### src/design/pid_pkg.sv
// ----------------------------------------------------------------------------
// pid_pkg
// Types, constants and helpers shared by the position PID controller.
// ----------------------------------------------------------------------------
package pid_pkg;

    localparam int GAIN_W  = 24;
    localparam int POS_W   = 32;
    localparam int TIME_W  = 32;
    localparam int ERR_W   = 33;
    localparam int ACC_W   = 64;
    localparam int TERM_W  = 34;
    localparam int FF_W    = 56;
    localparam int SUM_W   = 58;
    localparam int DRIVE_W = 16;
    localparam int OPB_W   = 34;
    localparam int REM_W   = 35;
    localparam int CNT_W   = 7;

    localparam logic [CNT_W-1:0] MUL_STEPS = CNT_W'(OPB_W);
    localparam logic [CNT_W-1:0] DIV_STEPS = CNT_W'(ACC_W);

    localparam logic [31:0] PERIOD_RST = 32'd10000;

    localparam logic [2:0] REG_GAIN_P  = 3'd0;
    localparam logic [2:0] REG_GAIN_I  = 3'd1;
    localparam logic [2:0] REG_GAIN_D  = 3'd2;
    localparam logic [2:0] REG_GAIN_FF = 3'd3;
    localparam logic [2:0] REG_PERIOD  = 3'd4;

    typedef enum logic {
        ALU_MUL,
        ALU_DIV
    } t_alu_op;

    typedef struct packed {
        logic               start;
        t_alu_op            op;
        logic [ACC_W-1:0]   a;
        logic [OPB_W-1:0]   b;
    } t_alu_req;

    typedef struct packed {
        logic               done;
        logic [ACC_W-1:0]   res;
    } t_alu_rsp;

    typedef enum logic [3:0] {
        ST_IDLE,
        ST_ERR,
        ST_P,
        ST_IACC,
        ST_ILIM,
        ST_IMUL,
        ST_DMUL,
        ST_DDIV,
        ST_FF,
        ST_SUM,
        ST_OUT
    } t_state;

    // signed magnitude to +-1.0 clamped term (1.0 = 2^32)
    function automatic logic signed [TERM_W-1:0] clamp_mag(input logic [ACC_W-1:0] m,
                                                           input logic neg);
        logic [TERM_W-1:0] v;
        if (m > (ACC_W'(1) << 32)) begin
            v = TERM_W'(1) << 32;
        end else begin
            v = m[TERM_W-1:0];
        end
        return neg ? -$signed(v) : $signed(v);
    endfunction

endpackage

### src/design/pid_position_controller.sv
// ----------------------------------------------------------------------------
// pid_position_controller
// Position PID loop with feedforward; one update per accepted request when
// the update period has elapsed.
// ----------------------------------------------------------------------------
// Each update runs on the shared ALU: P multiply, error times dt multiply,
// I limit divide, I multiply, D multiply, D divide by dt, then FF multiply.
// A clamped I skips the I multiply; zero I gain skips the I limit divide and
// the I multiply. A request that causes no update keeps the loop in idle.
// A held drive stalls the loop. One request at a time; ready only in idle.
// Reset (synchronous, active low): gains 0, period 10000, loop state cleared.
module pid_position_controller (
    input  logic        i_clk,
    input  logic        i_rst_n,
    input  logic        s_axis_tvalid,
    output logic        s_axis_tready,
    input  logic [95:0] s_axis_tdata,   // target_pos, measured_pos, now_ticks
    output logic        m_axis_tvalid,
    input  logic        m_axis_tready,
    output logic [55:0] m_axis_tdata,   // drive, error_out, zero pad
    input  logic        i_cfg_valid,
    output logic        o_cfg_ready,
    input  logic [2:0]  i_cfg_index,
    input  logic [31:0] i_cfg_data
);

    localparam int AW = pid_pkg::ACC_W;
    localparam int TW = pid_pkg::TERM_W;

    pid_pkg::t_state   r_state, n_state;
    pid_pkg::t_alu_req alu_req;
    pid_pkg::t_alu_rsp alu_rsp;

    logic signed [23:0] r_gp, r_gi, r_gd, r_gff;
    logic [31:0]        r_period;

    logic signed [31:0] r_tgt, n_tgt;
    logic signed [31:0] r_meas, n_meas;
    logic [31:0]        r_now, n_now;
    logic [31:0]        r_dt, n_dt;
    logic signed [32:0] r_err, n_err;
    logic signed [32:0] r_prev, n_prev;
    logic signed [63:0] r_integ, n_integ;
    logic [31:0]        r_last, n_last;
    logic signed [TW-1:0] r_p, n_p, r_i, n_i, r_d, n_d;
    logic signed [pid_pkg::FF_W-1:0] r_f, n_f;
    logic               r_sneg, n_sneg;
    logic               r_ovalid, n_ovalid;
    logic signed [15:0] r_drive, n_drive;
    logic signed [32:0] r_oerr, n_oerr;

    logic [31:0]        in_dt;
    logic signed [32:0] err_in;
    logic signed [33:0] diff;
    logic [23:0]        gp_m, gi_m, gd_m, gff_m;
    logic [32:0]        err_m;
    logic [33:0]        diff_m;
    logic [31:0]        tgt_m;
    logic [63:0]        integ_m;
    logic signed [65:0] sat_t;
    logic signed [63:0] integ_new;
    logic signed [pid_pkg::SUM_W-1:0] sum;
    logic signed [TW-1:0] sum_c;
    logic signed [TW:0]   rnd;

    pid_alu u_alu (
        .i_clk   (i_clk),
        .i_rst_n (i_rst_n),
        .i_req   (alu_req),
        .o_rsp   (alu_rsp)
    );

    assign o_cfg_ready = 1'b1;

    always_ff @(posedge i_clk) begin
        if (!i_rst_n) begin
            r_gp     <= '0;
            r_gi     <= '0;
            r_gd     <= '0;
            r_gff    <= '0;
            r_period <= pid_pkg::PERIOD_RST;
        end else if (i_cfg_valid) begin
            case (i_cfg_index)
                pid_pkg::REG_GAIN_P:  r_gp     <= i_cfg_data[23:0];
                pid_pkg::REG_GAIN_I:  r_gi     <= i_cfg_data[23:0];
                pid_pkg::REG_GAIN_D:  r_gd     <= i_cfg_data[23:0];
                pid_pkg::REG_GAIN_FF: r_gff    <= i_cfg_data[23:0];
                pid_pkg::REG_PERIOD:  r_period <= i_cfg_data;
                default: ;
            endcase
        end
    end

    always_ff @(posedge i_clk) begin
        if (!i_rst_n) begin
            r_state  <= pid_pkg::ST_IDLE;
            r_ovalid <= 1'b0;
            r_prev   <= '0;
            r_integ  <= '0;
            r_last   <= '0;
        end else begin
            r_state  <= n_state;
            r_ovalid <= n_ovalid;
            r_prev   <= n_prev;
            r_integ  <= n_integ;
            r_last   <= n_last;
        end
    end

    always_ff @(posedge i_clk) begin
        r_tgt   <= n_tgt;
        r_meas  <= n_meas;
        r_now   <= n_now;
        r_dt    <= n_dt;
        r_err   <= n_err;
        r_p     <= n_p;
        r_i     <= n_i;
        r_d     <= n_d;
        r_f     <= n_f;
        r_sneg  <= n_sneg;
        r_drive <= n_drive;
        r_oerr  <= n_oerr;
    end

    assign in_dt   = s_axis_tdata[95:64] - r_last;
    assign err_in  = 33'(r_tgt) - 33'(r_meas);
    assign diff    = 34'(r_err) - 34'(r_prev);
    assign gp_m    = r_gp[23] ? 24'(-r_gp) : r_gp;
    assign gi_m    = r_gi[23] ? 24'(-r_gi) : r_gi;
    assign gd_m    = r_gd[23] ? 24'(-r_gd) : r_gd;
    assign gff_m   = r_gff[23] ? 24'(-r_gff) : r_gff;
    assign err_m   = r_err[32] ? 33'(-r_err) : r_err;
    assign diff_m  = diff[33] ? 34'(-diff) : diff;
    assign tgt_m   = r_tgt[31] ? 32'(-r_tgt) : r_tgt;
    assign integ_m = r_integ[63] ? 64'(-r_integ) : r_integ;

    // saturating integral update
    assign sat_t = r_err[32] ? 66'(r_integ) - $signed({2'b00, alu_rsp.res})
                             : 66'(r_integ) + $signed({2'b00, alu_rsp.res});
    always_comb begin
        if (sat_t > 66'sh0_7FFF_FFFF_FFFF_FFFF) begin
            integ_new = 64'sh7FFF_FFFF_FFFF_FFFF;
        end else if (sat_t < -66'sh0_8000_0000_0000_0000) begin
            integ_new = 64'sh8000_0000_0000_0000;
        end else begin
            integ_new = sat_t[63:0];
        end
    end

    assign sum = pid_pkg::SUM_W'(r_p) + pid_pkg::SUM_W'(r_i) + pid_pkg::SUM_W'(r_d)
               + pid_pkg::SUM_W'(r_f);
    always_comb begin
        if (sum > (pid_pkg::SUM_W'(1) <<< 32)) begin
            sum_c = TW'(1) <<< 32;
        end else if (sum < -(pid_pkg::SUM_W'(1) <<< 32)) begin
            sum_c = -(TW'(1) <<< 32);
        end else begin
            sum_c = sum[TW-1:0];
        end
    end
    assign rnd = (TW+1)'(sum_c) + (TW+1)'(131072);

    always_comb begin
        n_state  = r_state;
        n_tgt    = r_tgt;
        n_meas   = r_meas;
        n_now    = r_now;
        n_dt     = r_dt;
        n_err    = r_err;
        n_prev   = r_prev;
        n_integ  = r_integ;
        n_last   = r_last;
        n_p      = r_p;
        n_i      = r_i;
        n_d      = r_d;
        n_f      = r_f;
        n_sneg   = r_sneg;
        n_drive  = r_drive;
        n_oerr   = r_oerr;
        n_ovalid = r_ovalid && !m_axis_tready;
        alu_req  = '{start: 1'b0, op: pid_pkg::ALU_MUL, a: '0, b: '0};
        s_axis_tready = 1'b0;

        case (r_state)
            pid_pkg::ST_IDLE: begin
                s_axis_tready = 1'b1;
                if (s_axis_tvalid) begin
                    n_tgt  = s_axis_tdata[31:0];
                    n_meas = s_axis_tdata[63:32];
                    n_now  = s_axis_tdata[95:64];
                    n_dt   = in_dt;
                    if (in_dt > r_period) begin
                        n_state = pid_pkg::ST_ERR;
                    end
                end
            end
            pid_pkg::ST_ERR: begin
                n_err = err_in;
                if (err_in == '0) begin
                    n_integ = '0;
                    n_prev  = '0;
                end
                n_state = pid_pkg::ST_P;
            end
            pid_pkg::ST_P: begin
                if (!alu_rsp.done) begin
                    alu_req = '{start: 1'b1, op: pid_pkg::ALU_MUL,
                                a: AW'(gp_m), b: 34'(err_m)};
                end
                n_state = pid_pkg::ST_IACC;
            end
            pid_pkg::ST_IACC: begin
                if (alu_rsp.done) begin
                    n_p = pid_pkg::clamp_mag(alu_rsp.res, r_gp[23] ^ r_err[32]);
                    alu_req = '{start: 1'b1, op: pid_pkg::ALU_MUL,
                                a: AW'(err_m), b: 34'(r_dt)};
                    n_state = pid_pkg::ST_ILIM;
                end
            end
            pid_pkg::ST_ILIM: begin
                if (alu_rsp.done) begin
                    n_integ = integ_new;
                    if (r_gi == '0) begin
                        n_i = '0;
                        n_sneg = r_gd[23] ^ diff[33];
                        alu_req = '{start: 1'b1, op: pid_pkg::ALU_MUL,
                                    a: AW'(gd_m), b: diff_m};
                        n_state = pid_pkg::ST_DDIV;
                    end else begin
                        alu_req = '{start: 1'b1, op: pid_pkg::ALU_DIV,
                                    a: AW'(1) << 32, b: 34'(gi_m)};
                        n_state = pid_pkg::ST_IMUL;
                    end
                end
            end
            pid_pkg::ST_IMUL: begin
                if (alu_rsp.done) begin
                    if (integ_m > alu_rsp.res) begin
                        n_i = (r_gi[23] ^ r_integ[63]) ? -(TW'(1) <<< 32) : (TW'(1) <<< 32);
                        n_integ = r_integ[63] ? -$signed(alu_rsp.res) : $signed(alu_rsp.res);
                        n_sneg = r_gd[23] ^ diff[33];
                        alu_req = '{start: 1'b1, op: pid_pkg::ALU_MUL,
                                    a: AW'(gd_m), b: diff_m};
                        n_state = pid_pkg::ST_DDIV;
                    end else begin
                        n_sneg = r_gi[23] ^ r_integ[63];
                        alu_req = '{start: 1'b1, op: pid_pkg::ALU_MUL,
                                    a: integ_m, b: 34'(gi_m)};
                        n_state = pid_pkg::ST_DMUL;
                    end
                end
            end
            pid_pkg::ST_DMUL: begin
                if (alu_rsp.done) begin
                    n_i = r_sneg ? -$signed(alu_rsp.res[TW-1:0]) : $signed(alu_rsp.res[TW-1:0]);
                    n_sneg = r_gd[23] ^ diff[33];
                    alu_req = '{start: 1'b1, op: pid_pkg::ALU_MUL,
                                a: AW'(gd_m), b: diff_m};
                    n_state = pid_pkg::ST_DDIV;
                end
            end
            pid_pkg::ST_DDIV: begin
                if (alu_rsp.done) begin
                    alu_req = '{start: 1'b1, op: pid_pkg::ALU_DIV,
                                a: alu_rsp.res, b: 34'(r_dt)};
                    n_state = pid_pkg::ST_FF;
                end
            end
            pid_pkg::ST_FF: begin
                if (alu_rsp.done) begin
                    n_d = pid_pkg::clamp_mag(alu_rsp.res, r_sneg);
                    n_sneg = r_gff[23] ^ r_tgt[31];
                    alu_req = '{start: 1'b1, op: pid_pkg::ALU_MUL,
                                a: AW'(gff_m), b: 34'(tgt_m)};
                    n_state = pid_pkg::ST_SUM;
                end
            end
            pid_pkg::ST_SUM: begin
                if (alu_rsp.done) begin
                    n_f = r_sneg ? -$signed(alu_rsp.res[pid_pkg::FF_W-1:0])
                                 : $signed(alu_rsp.res[pid_pkg::FF_W-1:0]);
                    n_state = pid_pkg::ST_OUT;
                end
            end
            pid_pkg::ST_OUT: begin
                if (!r_ovalid || m_axis_tready) begin
                    n_drive  = rnd[TW-1:18];
                    n_oerr   = r_err;
                    n_ovalid = 1'b1;
                    n_prev   = r_err;
                    n_last   = r_now;
                    n_state  = pid_pkg::ST_IDLE;
                end
            end
            default: n_state = pid_pkg::ST_IDLE;
        endcase
    end

    assign m_axis_tvalid = r_ovalid;
    assign m_axis_tdata  = {7'd0, r_oerr, r_drive};

endmodule

### src/design/pid_alu.sv
// ----------------------------------------------------------------------------
// pid_alu
// Shared shift-add multiplier and restoring divider on unsigned magnitudes.
// ----------------------------------------------------------------------------
module pid_alu (
    input  logic              i_clk,
    input  logic              i_rst_n,
    input  pid_pkg::t_alu_req i_req,
    output pid_pkg::t_alu_rsp o_rsp
);

    logic                         r_busy;
    pid_pkg::t_alu_op             r_op;
    logic [pid_pkg::CNT_W-1:0]    r_cnt;
    logic [pid_pkg::ACC_W-1:0]    r_a;
    logic [pid_pkg::OPB_W-1:0]    r_b;
    logic [pid_pkg::ACC_W-1:0]    r_acc;
    logic [pid_pkg::REM_W-1:0]    r_rem;
    logic [pid_pkg::REM_W-1:0]    rem_sh;
    logic                         ge;

    assign rem_sh = {r_rem[pid_pkg::REM_W-2:0], r_acc[pid_pkg::ACC_W-1]};
    assign ge     = rem_sh >= {1'b0, r_b};

    always_ff @(posedge i_clk) begin
        if (!i_rst_n) begin
            r_busy <= 1'b0;
            r_cnt  <= '0;
        end else if (i_req.start) begin
            r_busy <= 1'b1;
            r_op   <= i_req.op;
            r_a    <= i_req.a;
            r_b    <= i_req.b;
            r_rem  <= '0;
            if (i_req.op == pid_pkg::ALU_MUL) begin
                r_acc <= '0;
                r_cnt <= pid_pkg::MUL_STEPS;
            end else begin
                r_acc <= i_req.a;
                r_cnt <= pid_pkg::DIV_STEPS;
            end
        end else if (r_busy) begin
            if (r_cnt == '0) begin
                r_busy <= 1'b0;
            end else begin
                r_cnt <= r_cnt - 1'b1;
                if (r_op == pid_pkg::ALU_MUL) begin
                    if (r_b[0]) begin
                        r_acc <= r_acc + r_a;
                    end
                    r_a <= r_a << 1;
                    r_b <= r_b >> 1;
                end else begin
                    r_rem <= ge ? rem_sh - {1'b0, r_b} : rem_sh;
                    r_acc <= {r_acc[pid_pkg::ACC_W-2:0], ge};
                end
            end
        end
    end

    assign o_rsp.done = r_busy && (r_cnt == '0);
    assign o_rsp.res  = r_acc;

endmodule

### config.mk
export PLATFORM = sky130hd
export DESIGN_NAME = pid_position_controller
export DESIGN_NICKNAME = d
export VERILOG_FILES = /design/src/design/pid_pkg.sv /design/src/design/pid_position_controller.sv /design/src/design/pid_alu.sv
export SDC_FILE = /design/constraint.sdc
export NUM_CORES = 2
export LEC_CHECK = 0
export BUFFER_PORTS_ARGS = -buffer_cell sky130_fd_sc_hd__buf_2
export CAP_MARGIN = 5
export CORE_MARGIN = 5
export CORE_UTILIZATION = 45
export CTS_BUF_LIST = sky130_fd_sc_hd__clkbuf_8 sky130_fd_sc_hd__clkbuf_16
export DETAILED_ROUTE_END_ITERATION = 10
export MAX_ROUTING_LAYER = met4
export SLEW_MARGIN = 40
export SYNTH_ARGS = -nofsm -noshare
export SYNTH_HDL_FRONTEND = slang
export SYNTH_HIERARCHICAL = 1
export SYNTH_SLANG_ARGS = --single-unit
### constraint.sdc
create_clock -name i_clk -period 8.35 [get_ports i_clk]
set_clock_uncertainty 0.05 [all_clocks]
set_input_delay 0.835 -clock i_clk [delete_from_list [all_inputs] [get_ports i_clk]]
set_output_delay 0.835 -clock i_clk [all_outputs]
set_load 0.05 [all_outputs]
**Word-level counts from Yosys, hierarchy flattened**

Index checks and enable logic that the tools add are counted.

- Bits of input ports: 136
- Output and inout port bits: 59
- Bits in registers: 836
- Logic and storage cells: 227

- Reductions and logical operators: 37
- $lt $le $gt $ge: 8
- Add/subtract/negate cells: 25
- Bitwise gates (word level): 4
- Mux-type cells: 95
- Equal/unequal tests: 29

Operators by type and width:

| operator | count |
|---|---|
| 64-bit 2-to-1 mux | 18 |
| 34-bit 2-to-1 mux | 24 |
| 100-bit 2-to-1 mux | 7 |
| 100-bit case mux with 7 select lines | 1 |
| 64-bit case mux with 3 select lines | 1 |
| 34-bit negator | 4 |
| 64-bit negator | 2 |
| 34-bit case mux with 3 select lines | 1 |
| 33-bit 2-to-1 mux | 3 |
| 99-bit 2-to-1 mux | 1 |
| 98-bit 2-to-1 mux | 1 |
| 24-bit 2-to-1 mux | 4 |
| 24-bit negator | 4 |
| 64-bit by 65-bit adder with 66-bit output | 1 |
| 66-bit by 64-bit greater-than comparator with 1-bit output, second input constant | 1 |
| 66-bit by 64-bit less-than comparator with 1-bit output, second input constant | 1 |
| 66-bit 2-to-1 mux | 1 |
| 33-bit case mux with 2 select lines | 1 |
| 64-bit by 65-bit subtractor with 66-bit output | 1 |
| 64-bit adder | 1 |
| 64-bit by 33-bit greater-than comparator with 1-bit output, second input constant | 1 |
| 64-bit greater-than comparator | 1 |
| 36-bit by 56-bit adder with 57-bit output | 1 |
| 57-bit by 34-bit greater-than comparator with 1-bit output, second input constant | 1 |
| other kinds (48) | 116 |

**Depth between registers and ports, before layout**

- Depth in word-level cells: 8
- Mapped depth: 29
- Depth with buffers taken out: 28

**Hierarchy**

Netlist, hierarchy kept.

Modules (own cells, without submodules):

| module | area an instance (um^2) | seq. area each (um^2) | cells each | instances |
|---|---|---|---|---|
| pid_position_controller | 51431.8 | 16325.7 | 6103 | 1 |
| pid_alu | 14685.3 | 6075.8 | 1500 | 1 |

**Least setup slack after synthesis**

No wires, ideal clock.

- Path kind: reg-to-reg
- Start: reg r_p[33]
- End: reg r_drive[9] (data pin)
- Period minus slack after synthesis: 7.365 ns
- Stages on the path, launching flop included: 26
- Path buffers: 2
- Slack: 0.985 ns
- Arrival: 7.055 ns
- Library setup time: 0.261 ns
- Path through: edfxtp_1 -> fa_1 -> fa_1 -> ha_1 -> clkbuf_1 -> nand4_1 -> nor3_1 -> nand3_1 -> a31oi_1 -> nor3_1 -> or3b_2 -> a211oi_1 -> nand4_1 -> or4_1 -> nor4_1 -> nor2_1 -> buf_2 -> nor2b_1 -> ha_1 -> inv_1 -> nor3b_1 -> and3_1 -> nand2_1 -> and3_1 -> o21ai_0 -> nand3_1

- Cells in the longest elaborated chain, start to end: 7
- Elaborated cells between the ends (all ways): 8
- Those cells by class: 4 x add/sub; 2 x order compare; 2 x mux

RTL lines:

| what | RTL line | source |
|---|---|---|
| start, declared | pid_position_controller.sv:45 | `logic signed [TW-1:0] r_p, n_p, r_i, n_i, r_d, n_d;` |
| start signal, assigned | pid_position_controller.sv:116 | `r_p <= n_p;` |
| 34-bit by 34-bit adder with 35-bit output (*) | pid_position_controller.sv:150 | `assign sum = pid_pkg::SUM_W'(r_p) + pid_pkg::SUM_W'(r_i) + pid_pkg::SUM_W'(r_d)` |
| 35-bit by 34-bit adder with 36-bit output (*) | pid_position_controller.sv:150 |  |
| 36-bit by 56-bit adder with 57-bit output (*) | pid_position_controller.sv:151 | `+ pid_pkg::SUM_W'(r_f);` |
| 57-bit by 33-bit less-than comparator with 1-bit output | pid_position_controller.sv:155 | `end else if (sum < -(pid_pkg::SUM_W'(1) <<< 32)) begin` |
| 34-bit 2-to-1 mux | pid_position_controller.sv:155 |  |
| 34-bit 2-to-1 mux (*) | pid_position_controller.sv:153 | `if (sum > (pid_pkg::SUM_W'(1) <<< 32)) begin` |
| 34-bit by 19-bit adder with 34-bit output (*) | pid_position_controller.sv:161 | `assign rnd = (TW+1)'(sum_c) + (TW+1)'(131072);` |
| net rnd[27] | pid_position_controller.sv:64 | `logic signed [TW:0] rnd;` |
| end signal, assigned | pid_position_controller.sv:121 | `r_drive <= n_drive;` |
| end, declared | pid_position_controller.sv:49 | `logic signed [15:0] r_drive, n_drive;` |

The timed path passes the listed nets; every way through them passes the cells marked *.
A chain may end at the register's enable or synchronous reset.

==> metrics.txt <==
min-delay src=s_axis_tdata[3]; Initial Util=0.453; core area=0.146 mm^2; CP arrival=8.17 ns; # fillers=13900; max_slew headroom=0.378; crit path buf inv count=2; Worst-Margin Slew=0.927 ns; Die ar.=0.155 mm^2; wire per inst=23.5 um; Setup crit start=r_integ[8]; DRT antenna net count=0; endpoints failing setup=0; gr usage total=0.289; Clk Latency, worst-skew pair=0.76 ns; synth warn=6; RSZ-0062 raised after global routing=false; sequential area share after synthesis=0.339; routed wire length=226 mm; nets@finish=8285; router iterations before antenna repair=6; DIE HEIGHT=393 um; Slew Limit Fails=0; chip width=393 um; vias in the first global route=56200; DRC Markers=0; most common cell after layout, fill and taps aside=nand2_1; Top delay family on crit path=simple AND/OR/NAND/NOR gates; # port buffers=186; Max FO, Critical Path=19; Syn Inst Count=7603; initial antenna violation count=5; startpoint types=flip-flop; Post-synth top flop=edfxtp_1; Placer Congestion=0.977; synthesized area per cell=8.70 um^2; Post-DP HPWL=175 mm; clk slew on worst S/H paths=0.06 ns; Longest Clk Path Bufs=3; number of I/O pins=195; area of the multi-input gates=0.0402 mm^2; peak supply drop=190 uV; Seq. cell area=0.0224 mm^2; status=complete, no violations; Total Power=16.2 mW; power density over cell area=223 mW/mm^2; synth unique cells=117; Clock Tree Root=clkbuf_16; crit-path cells=or4_4, nor4_4, nand3_1, or3_1, or4_1, nor2_1, nand2_1, or4_4, nand2b_4, o31ai_2, xnor2_1, ha_1, nand4_1, or2_2, nor4_2, nand3_1, nor4_1, nor3_1, buf_4, o31ai_4, inv_2, a221o_1, a22oi_1, o21ai_0; Post-synth ARST share=0; Synth area leaders=edfxtp_1 26%, dfxtp_1 8.2%, ha_1 8.0%; Yosys top cell by area=edfxtp_1; Worst R2R Start=r_integ[8]; setup TNS=0 ns; number of synthesized flops with an enable pin=566; Setup CP Type=reg -> reg; f_max=129 MHz; Num CTS Buffers=101; synthesized area=0.0661 mm^2; final hold viol count=0; area grow syn2layout=10.0%; global-route wire length before repair=342 mm; Lkg Pwr=28.4 nW; layout cells sized above 1=0.0969; Congestion Overflow GR=0; Worst Setup End Kind=flip-flop; post-synth top area share=0.257; CTS tree=yes; via-per-instance ratio=6.02; pin count of the biggest net entering global routing=103; CP max stage delay=0.61 ns; minimum clock period=7.76 ns; Initial DRC Count=4980; final hold slack=0.198 ns; Worst Path Required=8.76 ns; most frequent cells in the layout=932 x nand2_1, 582 x inv_1, 575 x a21oi_1, 566 x edfxtp_1, 487 x xnor2_1; crit share post-route=0.929; Sink Count=836; H-tree levels=3; Worst Hold Class=in -> reg; CP max stage cell=or4_4; Yosys reg bits=836; max_cap viols=0; Vias=58100; # rows=140
## stage by stage
stage               setup slack (ns)  cell area, um^2  instances   util
detailed placement             0.376            69100       9442  0.473
floorplan                      0.985            66100       7609      -
global route                   0.143            72700       9640  0.498
finish                         0.589            72700       9644  0.498
global placement               0.657            68900       9436  0.472
CTS                            0.383            72600       9634  0.498
## worst paths after layout
path / endpoint / slack, ns / cells past startpoint
worst min register to register: r_last[21] / 0.40 / 2
worst max-delay path: u_alu/r_acc[3] / 0.59 / 24
worst max register to register: u_alu/r_acc[3] / 0.59 / 24
worst min-delay path: r_tgt[3] / 0.20 / 1
## what timing repair did
action                                  CTS  global route
gates resized for setup                   0             1
hold buffers                              0             0
endpoints found under the setup margin    0             8
buffers inserted                          0             0
## cell families after synthesis
kind of cell,count (synthesis),share of synthesized area
other,2,0.000114
AOI/OAI and AO/OA,2149,0.217
adders and majority gates,518,0.109
DFF,836,0.339
muxes,112,0.0181
xor gates and xnor gates,706,0.0935
and+or+nand+nor,2322,0.166
buffers and inverters,958,0.0568
## where the power goes
part	internal, mW	total (mW)	switching (mW)
logic	2.34	6.24	3.90
clock network	2.66	4.64	1.99
registers	4.88	5.35	0.472
total	9.87	16.2	6.36
## routing by layer
layer | routed length [um] | share of wire | GRT usage
met5 | 0 | 0 | -
met4 | 11700 | 0.052 | 0.130
met3 | 12200 | 0.054 | 0.0307
met2 | 110000 | 0.48 | 0.488
met1 | 92900 | 0.41 | 0.350
## layout make-up
class                      instances  share of cell area
tap                             1917              0.0330
multi-input combinational       5815               0.553
inverter                         575              0.0298
antenna                            7            0.000241
sequential                       836               0.308
clock inverter                    73             0.00993
clock buffer                     119              0.0391
timing repair buffer             302              0.0272
## Yosys cell counts (40+ instances only)
cell type	number
a211oi_1	49
a21o_1	182
a21oi_1	576
a22o_1	40
a22oi_1	93
a31oi_1	56
and2_1	61
and3_1	58
clkbuf_1	307
dfxtp_1	270
edfxtp_1	566
fa_1	96
ha_1	422
inv_1	563
mux2_2	63
mux2i_1	49
nand2_1	934
nand2b_1	67
nand3_1	115
nand4_1	101
nor2_1	493
nor2b_1	53
nor3_1	142
nor4_1	46
o211ai_1	55
o21a_1	60
o21ai_0	416
o21bai_1	49
o221a_2	60
o221ai_1	45
o22ai_1	74
o31ai_1	84
or3_1	73
or4_1	51
xnor2_1	487
xor2_1	219
## sequential cells by signal (all words and copies together) (netlist names), 32 cells and up
signal and cells:
r_integ 64, u_alu/r_a 64, u_alu/r_acc 64, r_f 56, r_d 34, r_i 34
r_p 34, u_alu/r_b 34, u_alu/r_rem 34, r_err 33, r_oerr 33, r_prev 33
r_dt 32, r_last 32, r_meas 32, r_now 32, r_period 32, r_tgt 32
(Power assumes the default switching activity.)
